--- src/ukv_pkg.sv ---
package ukv_pkg;

  // Default sizes of the table.
  localparam int unsigned Capacity  = 16;
  localparam int unsigned KeyWidth  = 32;
  localparam int unsigned DataWidth = 32;

  // Request operation codes.
  typedef enum logic [2:0] {
    OP_INSERT = 3'd0,
    OP_REMOVE = 3'd1,
    OP_LOOKUP = 3'd2,
    OP_UPDATE = 3'd3,
    OP_CLEAR  = 3'd4
  } op_e;

  // Result status codes.
  typedef enum logic [1:0] {
    ST_OK        = 2'd0,
    ST_NOT_FOUND = 2'd1,
    ST_PRESENT   = 2'd2,
    ST_FULL      = 2'd3
  } status_e;

  // Control part of the request token that walks the cell row.
  typedef struct packed {
    logic valid;
    op_e  op;
    logic hit;
    logic free_found;
  } tok_ctl_t;

  // Broadcast sent to every cell when the token leaves the last cell.
  typedef struct packed {
    logic done;
    logic commit;
  } cell_cmd_t;

endpackage

--- src/ukv_cell.sv ---
module ukv_cell #(
  parameter int unsigned KeyWidth  = ukv_pkg::KeyWidth,
  parameter int unsigned DataWidth = ukv_pkg::DataWidth
) (
  input  logic                 clk_i,
  input  logic                 rst_ni,
  input  logic                 en_i,
  input  ukv_pkg::cell_cmd_t   cmd_i,
  input  ukv_pkg::tok_ctl_t    ctl_i,
  input  logic [KeyWidth-1:0]  key_i,
  input  logic [DataWidth-1:0] data_i,
  input  logic [DataWidth-1:0] rdata_i,
  output ukv_pkg::tok_ctl_t    ctl_o,
  output logic [KeyWidth-1:0]  key_o,
  output logic [DataWidth-1:0] data_o,
  output logic [DataWidth-1:0] rdata_o
);
  import ukv_pkg::*;

  logic                 valid_q;
  logic                 pend_q;
  logic [KeyWidth-1:0]  key_q;
  logic [DataWidth-1:0] data_q;

  tok_ctl_t             ctl_d, ctl_q;
  logic [KeyWidth-1:0]  key_tq;
  logic [DataWidth-1:0] data_tq;
  logic [DataWidth-1:0] rdata_d, rdata_q;

  logic match;
  logic claim;
  logic act;

  // Compare the passing key with this entry and decide whether to claim it.
  assign act   = en_i && ctl_i.valid;
  assign match = valid_q && (key_q == key_i);
  assign claim = (ctl_i.op == OP_INSERT) && !ctl_i.free_found && !valid_q;

  always_comb begin
    ctl_d   = ctl_i;
    rdata_d = rdata_i;
    if (ctl_i.valid && match) begin
      ctl_d.hit = 1'b1;
    end
    if (ctl_i.valid && claim) begin
      ctl_d.free_found = 1'b1;
    end
    if (ctl_i.valid && match && (ctl_i.op == OP_LOOKUP)) begin
      rdata_d = data_q;
    end
  end

  // Entry control state: a claimed entry becomes valid only on commit.
  always_ff @(posedge clk_i or negedge rst_ni) begin
    if (!rst_ni) begin
      valid_q <= 1'b0;
      pend_q  <= 1'b0;
    end else begin
      if (cmd_i.done) begin
        if (cmd_i.commit && pend_q) begin
          valid_q <= 1'b1;
        end
        pend_q <= 1'b0;
      end
      if (act) begin
        case (ctl_i.op)
          OP_INSERT: if (claim) pend_q <= 1'b1;
          OP_REMOVE: if (match) valid_q <= 1'b0;
          OP_CLEAR:  valid_q <= 1'b0;
          default:   ;
        endcase
      end
    end
  end

  // Entry payload: key and data written by a claim, data by an update hit.
  always_ff @(posedge clk_i) begin
    if (act && claim) begin
      key_q  <= key_i;
      data_q <= data_i;
    end else if (act && match && (ctl_i.op == OP_UPDATE)) begin
      data_q <= data_i;
    end
  end

  // Token register handed on to the next cell.
  always_ff @(posedge clk_i or negedge rst_ni) begin
    if (!rst_ni) begin
      ctl_q <= '0;
    end else if (en_i) begin
      ctl_q <= ctl_d;
    end
  end

  always_ff @(posedge clk_i) begin
    if (en_i) begin
      key_tq  <= key_i;
      data_tq <= data_i;
      rdata_q <= rdata_d;
    end
  end

  assign ctl_o   = ctl_q;
  assign key_o   = key_tq;
  assign data_o  = data_tq;
  assign rdata_o = rdata_q;

endmodule

--- src/unique_key_value_table.sv ---
// Channel   Direction  Handshake                Fields
// request   in         in_valid_i / in_stall_o   op_i, key_i, data_in_i
// result    out        out_valid_o / out_stall_i status_o, data_out_o
//
// A request word walks the row of CAPACITY cells, one cell per cycle while the
// row is not held by a stalled result; a new word is taken only after the
// previous one has left the last cell and written its result.
// Reset empties the table; stored keys and data are not cleared.
// A stalled result holds the row, and a new request may be taken while a
// finished result still waits in the output register.
module unique_key_value_table #(
  parameter int unsigned Capacity  = ukv_pkg::Capacity,
  parameter int unsigned KeyWidth  = ukv_pkg::KeyWidth,
  parameter int unsigned DataWidth = ukv_pkg::DataWidth
) (
  input  logic                 clk_i,
  input  logic                 rst_ni,
  input  logic                 in_valid_i,
  output logic                 in_stall_o,
  input  logic [2:0]           op_i,
  input  logic [KeyWidth-1:0]  key_i,
  input  logic [DataWidth-1:0] data_in_i,
  output logic                 out_valid_o,
  input  logic                 out_stall_i,
  output logic [1:0]           status_o,
  output logic [DataWidth-1:0] data_out_o
);
  import ukv_pkg::*;

  tok_ctl_t             ctl_w   [Capacity+1];
  logic [KeyWidth-1:0]  key_w   [Capacity+1];
  logic [DataWidth-1:0] data_w  [Capacity+1];
  logic [DataWidth-1:0] rdata_w [Capacity+1];

  logic                 busy_q;
  tok_ctl_t             head_ctl_q;
  logic [KeyWidth-1:0]  head_key_q;
  logic [DataWidth-1:0] head_data_q;

  logic                 out_valid_q;
  status_e              out_status_q;
  logic [DataWidth-1:0] out_data_q;

  logic      accept;
  logic      en;
  logic      finish;
  tok_ctl_t  tail;
  cell_cmd_t cmd;
  status_e   status_d;
  logic [DataWidth-1:0] data_d;

  // The row moves unless a finished token meets an occupied, stalled output.
  assign tail   = ctl_w[Capacity];
  assign en     = !(tail.valid && out_valid_q && out_stall_i);
  assign finish = tail.valid && en;
  assign accept = in_valid_i && !busy_q;

  assign in_stall_o = busy_q;

  // Request register in front of the first cell.
  always_ff @(posedge clk_i or negedge rst_ni) begin
    if (!rst_ni) begin
      busy_q     <= 1'b0;
      head_ctl_q <= '0;
    end else begin
      if (accept) begin
        busy_q           <= 1'b1;
        head_ctl_q.valid <= 1'b1;
        head_ctl_q.op    <= op_e'(op_i);
        head_ctl_q.hit   <= 1'b0;
        head_ctl_q.free_found <= 1'b0;
      end else begin
        if (en) begin
          head_ctl_q.valid <= 1'b0;
        end
        if (finish) begin
          busy_q <= 1'b0;
        end
      end
    end
  end

  always_ff @(posedge clk_i) begin
    if (accept) begin
      head_key_q  <= key_i;
      head_data_q <= data_in_i;
    end
  end

  assign ctl_w[0]   = head_ctl_q;
  assign key_w[0]   = head_key_q;
  assign data_w[0]  = head_data_q;
  assign rdata_w[0] = '0;

  // An insert commits its claimed entry only when the key was absent.
  assign cmd.done   = finish;
  assign cmd.commit = (tail.op == OP_INSERT) && !tail.hit && tail.free_found;

  // Row of entry cells.
  for (genvar i = 0; i < Capacity; i++) begin : g_cell
    ukv_cell #(
      .KeyWidth (KeyWidth),
      .DataWidth(DataWidth)
    ) u_cell (
      .clk_i  (clk_i),
      .rst_ni (rst_ni),
      .en_i   (en),
      .cmd_i  (cmd),
      .ctl_i  (ctl_w[i]),
      .key_i  (key_w[i]),
      .data_i (data_w[i]),
      .rdata_i(rdata_w[i]),
      .ctl_o  (ctl_w[i+1]),
      .key_o  (key_w[i+1]),
      .data_o (data_w[i+1]),
      .rdata_o(rdata_w[i+1])
    );
  end

  // Result from the gathered token.
  always_comb begin
    status_d = ST_OK;
    data_d   = '0;
    case (tail.op)
      OP_INSERT: begin
        if (tail.hit) begin
          status_d = ST_PRESENT;
        end else if (!tail.free_found) begin
          status_d = ST_FULL;
        end
      end
      OP_REMOVE, OP_UPDATE: begin
        if (!tail.hit) begin
          status_d = ST_NOT_FOUND;
        end
      end
      OP_LOOKUP: begin
        if (tail.hit) begin
          data_d = rdata_w[Capacity];
        end else begin
          status_d = ST_NOT_FOUND;
        end
      end
      default: ;
    endcase
  end

  // Output register.
  always_ff @(posedge clk_i or negedge rst_ni) begin
    if (!rst_ni) begin
      out_valid_q <= 1'b0;
    end else if (finish) begin
      out_valid_q <= 1'b1;
    end else if (!out_stall_i) begin
      out_valid_q <= 1'b0;
    end
  end

  always_ff @(posedge clk_i) begin
    if (finish) begin
      out_status_q <= status_d;
      out_data_q   <= data_d;
    end
  end

  assign out_valid_o = out_valid_q;
  assign status_o    = out_status_q;
  assign data_out_o  = out_data_q;

endmodule

--- config.mk ---
export PLATFORM = sky130hd
export DESIGN_NAME = unique_key_value_table
export DESIGN_NICKNAME = d
export VERILOG_FILES = /design/src/ukv_pkg.sv /design/src/ukv_cell.sv /design/src/unique_key_value_table.sv
export SDC_FILE = /design/constraint.sdc
export NUM_CORES = 2
export LEC_CHECK = 0
export BUFFER_PORTS_ARGS = -buffer_cell sky130_fd_sc_hd__buf_2
export CORE_MARGIN = 3
export CORE_UTILIZATION = 45
export CTS_BUF_LIST = sky130_fd_sc_hd__clkbuf_8
export DETAILED_ROUTE_END_ITERATION = 6
export PLACE_DENSITY_LB_ADDON = 0.08
export SYNTH_ARGS = -nofsm -noshare
export SYNTH_HDL_FRONTEND = slang
export SYNTH_SLANG_ARGS = --single-unit
--- constraint.sdc ---
create_clock -name clk_i -period 47.3 [get_ports clk_i]
set_clock_uncertainty 0.2 [all_clocks]
set_input_delay 4.73 -clock clk_i [delete_from_list [all_inputs] [get_ports clk_i]]
set_output_delay 4.73 -clock clk_i [all_outputs]
set_load 0.1 [all_outputs]
==> impl_metrics.ini <==
[die]
std_cell_rows = 169
die_w_um = 469
start_util_pct = 45.4
chipHeight_um = 469
io_pins = 107
die_area_sq_um = 220000
core_area_sq_um = 213000

[synth]
synth_most_common_cell = edfxtp_1
ys_ff_latch = 2728
ys_top_cells_by_area = edfxtp_1 81%, mux2_2 5.2%, dfrtp_1 3.5%
synthArstFlopShare_pct = 4.91
synth_fp_nets = 4802
synth_cell_types = 66
synthCells = 4731
ys_seq_area_share_pct = 84.2
synth_flop_cell = edfxtp_1
syn_area_sq_um = 96500
synth.top_cell.area_share_pct = 80.8
synth_edf_count = 2594
synth_top_area_cell = edfxtp_1
yosys-top-cells-count = 2,594 x edfxtp_1, 444 x mux2_2, 297 x xor2_1, 236 x nand2_1, 134 x dfrtp_1
yosysWarnings = 0
avgSynthCellArea_sq_um = 20.4

[grt]
grt_max_degree = 199
grt_pass1_wl_mm = 228
grtUsageTotal_pct = 13.0
grt-ovfl-total = 0
antenna_found_initial = 2
first_global_vias = 41200

[clock_tree]
post_cts_resized = 0
postCtsSetupRepairBufs = 0
clock_latency_ns = 1.04
cts.clk_slew.worst_paths_ns = 0.06
cts_sinks = 2728
root_buffer = clkbuf_8
htree_levels = 5
postCtsHoldBufs = 0
numCtsBuffers = 443
cts_buffer_depth = 4
tritoncts = built

[setup_path]
crit_required_ns = 47.73
crit-reg2reg-launch = g_cell[15].u_cell.ctl_o[5]
critical_path.max_fanout = 198
end_kind = flip-flop
cp.arrival_ns = 8.48
crit_start = out_stall_i
criticalPathCategory = input port to flip-flop
critPathLaunchType = input port

[power]
finalPower_w = 0.00644
power_density_nw_per_um2 = 59.4
leakage_nw = 39.7
ir_drop_v = 0.0000402

[sta]
tightest_slew_ns = 1.16
grt_setup_unrepaired = no
period_share_pct = 17.0
layout_min_cycle_time_ns = 8.04
drv_slew = 0
holdWs_ns = 0.210
hold_viol = 0
fmax_ghz = 0.124
finalSetupTns_ns = 0
setup_violations = 0
relSlewSlack_pct = 22.7

[hold_path]
hp-start = g_cell[14].u_cell.data_o[4]
hold_path.class = flip-flop to flip-flop

[route]
wl_per_cell_um = 16.6
drc = 0
post_drt_via_cell_ratio = 4.63
dr.pass1.iters = 5
finalWirelength_mm = 140
drt_iter0_drc = 1859
routed-via-count = 38900
ant_nets = 0

[outcome]
outcome = complete, no violations

[flow_run]
cap_violations = 0

[place]
place_area_sq_um = 101000
place_congestion = 0.835
place_hpwl_mm = 89.0
place.port_buffers = 106

[cells_and_area]
layout.nets = 5323
finalInstanceArea_sq_um = 108000
drive_above_1_share_pct = 21.2
syn_to_final_growth_pct = 12.5
==> cells in the final DEF, fill, tap and decap left out, types with 6 or more instances in the layout <==
cell,count
a2111oi_0,6
a21oi_1,46
a222oi_1,11
and2_1,64
buf_2,105
buf_4,49
clkbuf_8,457
clkinv_1,116
clkinv_2,46
dfrtp_1,134
edfxtp_1,2594
inv_1,254
mux2_1,10
mux2_2,444
mux2_4,30
nand2_1,236
nand2b_1,72
nand3_1,50
nand3b_1,8
nand4_1,51
nand4b_1,7
nor2_1,47
nor2b_1,24
nor3_1,16
nor3b_1,10
nor4_1,93
o2111ai_1,12
o21ai_0,37
o21ba_2,6
o22ai_1,9
o41ai_2,9
or4_1,13
xnor2_1,122
xor2_1,297
==> worst paths after layout <==
| path | end | slack [ns] | depth (start not counted) |
|---|---|---|---|
| hold reg to reg | g_cell[15].u_cell.data_q[4] | 0.21 | 0 |
| min in group asynchronous | g_cell[15].u_cell.pend_q | 3.49 | 1 |
| max in group asynchronous | g_cell[2].u_cell.ctl_o[0] | 41.96 | 2 |
| hold / removal | g_cell[15].u_cell.data_q[4] | 0.21 | 0 |
| setup / recovery | g_cell[11].u_cell.key_q[20] | 39.26 | 9 |
| setup reg to reg | g_cell[11].u_cell.key_q[20] | 42.70 | 8 |
==> kinds of logic after synthesis <==
kind of cell	Yosys count	share of synthesized area, %
AO/OA/AOI/OAI	181	1.30
XOR/XNOR	419	3.80
buffers and inverters	187	0.816
flip-flops	2728	84.2
multiplexers	487	5.80
AND/OR/NAND/NOR	729	4.05
==> layer usage <==
layer  vias to the layer above  wire length (um)  track usage [%]
met4                         0              5540             6.17
met5                         -                 0                0
met1                     18400             63100             17.3
met2                       748             65400             20.4
li1                      19400                 -                -
met3                       403              5950             2.88
==> worst max-delay path, stage by stage <==
cell     delay (ns)
buf_2          0.11
and3_4         0.26
inv_8          0.30
buf_4          0.73
buf_12         0.70
nand2_1        0.23
nor2_1         0.18
nand2_1        0.14
inv_1          0.83
==> power by group <==
part | internal [W] | switching, W
registers | 0.00363 | 0.000419
logic | 0.000275 | 0.000359
clock network | 0.000914 | 0.000850
==> through the flow <==
| stage | utilization, % | setup slack (ns) | cells |
|---|---|---|---|
| finish | 51.0 | 39.26 | 8411 |
| global placement | 47.4 | 38.20 | 7628 |
| detailed placement | 47.4 | 38.07 | 7628 |
| global route | 51.0 | 38.86 | 8411 |
| floorplan | - | 22.35 | 4731 |
| CTS | 51.0 | 39.25 | 8406 |
==> state kept, by name, indices dropped and copies added, names as in the netlist, 2 cells and up <==
signal	flops
ctl_w	4
data_out_o	32
g_cell.u_cell.ctl_o	96
g_cell.u_cell.data_o	480
g_cell.u_cell.data_q	512
g_cell.u_cell.key_o	480
g_cell.u_cell.key_q	512
g_cell.u_cell.pend_q	16
g_cell.u_cell.rdata_o	512
g_cell.u_cell.valid_q	16
head_data_q	32
head_key_q	32
status_o	2
==> layout make-up <==
type / instances / area, sq um
Antenna cell: 5 / 12.5
Clock buffer: 457 / 6290
Clock inverter: 321 / 1410
Fill cell: 17300 / 104000
Inverter: 104 / 398
Multi-Input combinational cell: 1816 / 14600
Sequential cell: 2728 / 81200
Tap cell: 2821 / 3530
Timing Repair Buffer: 159 / 985
Power figures use the tool's default switching activity.
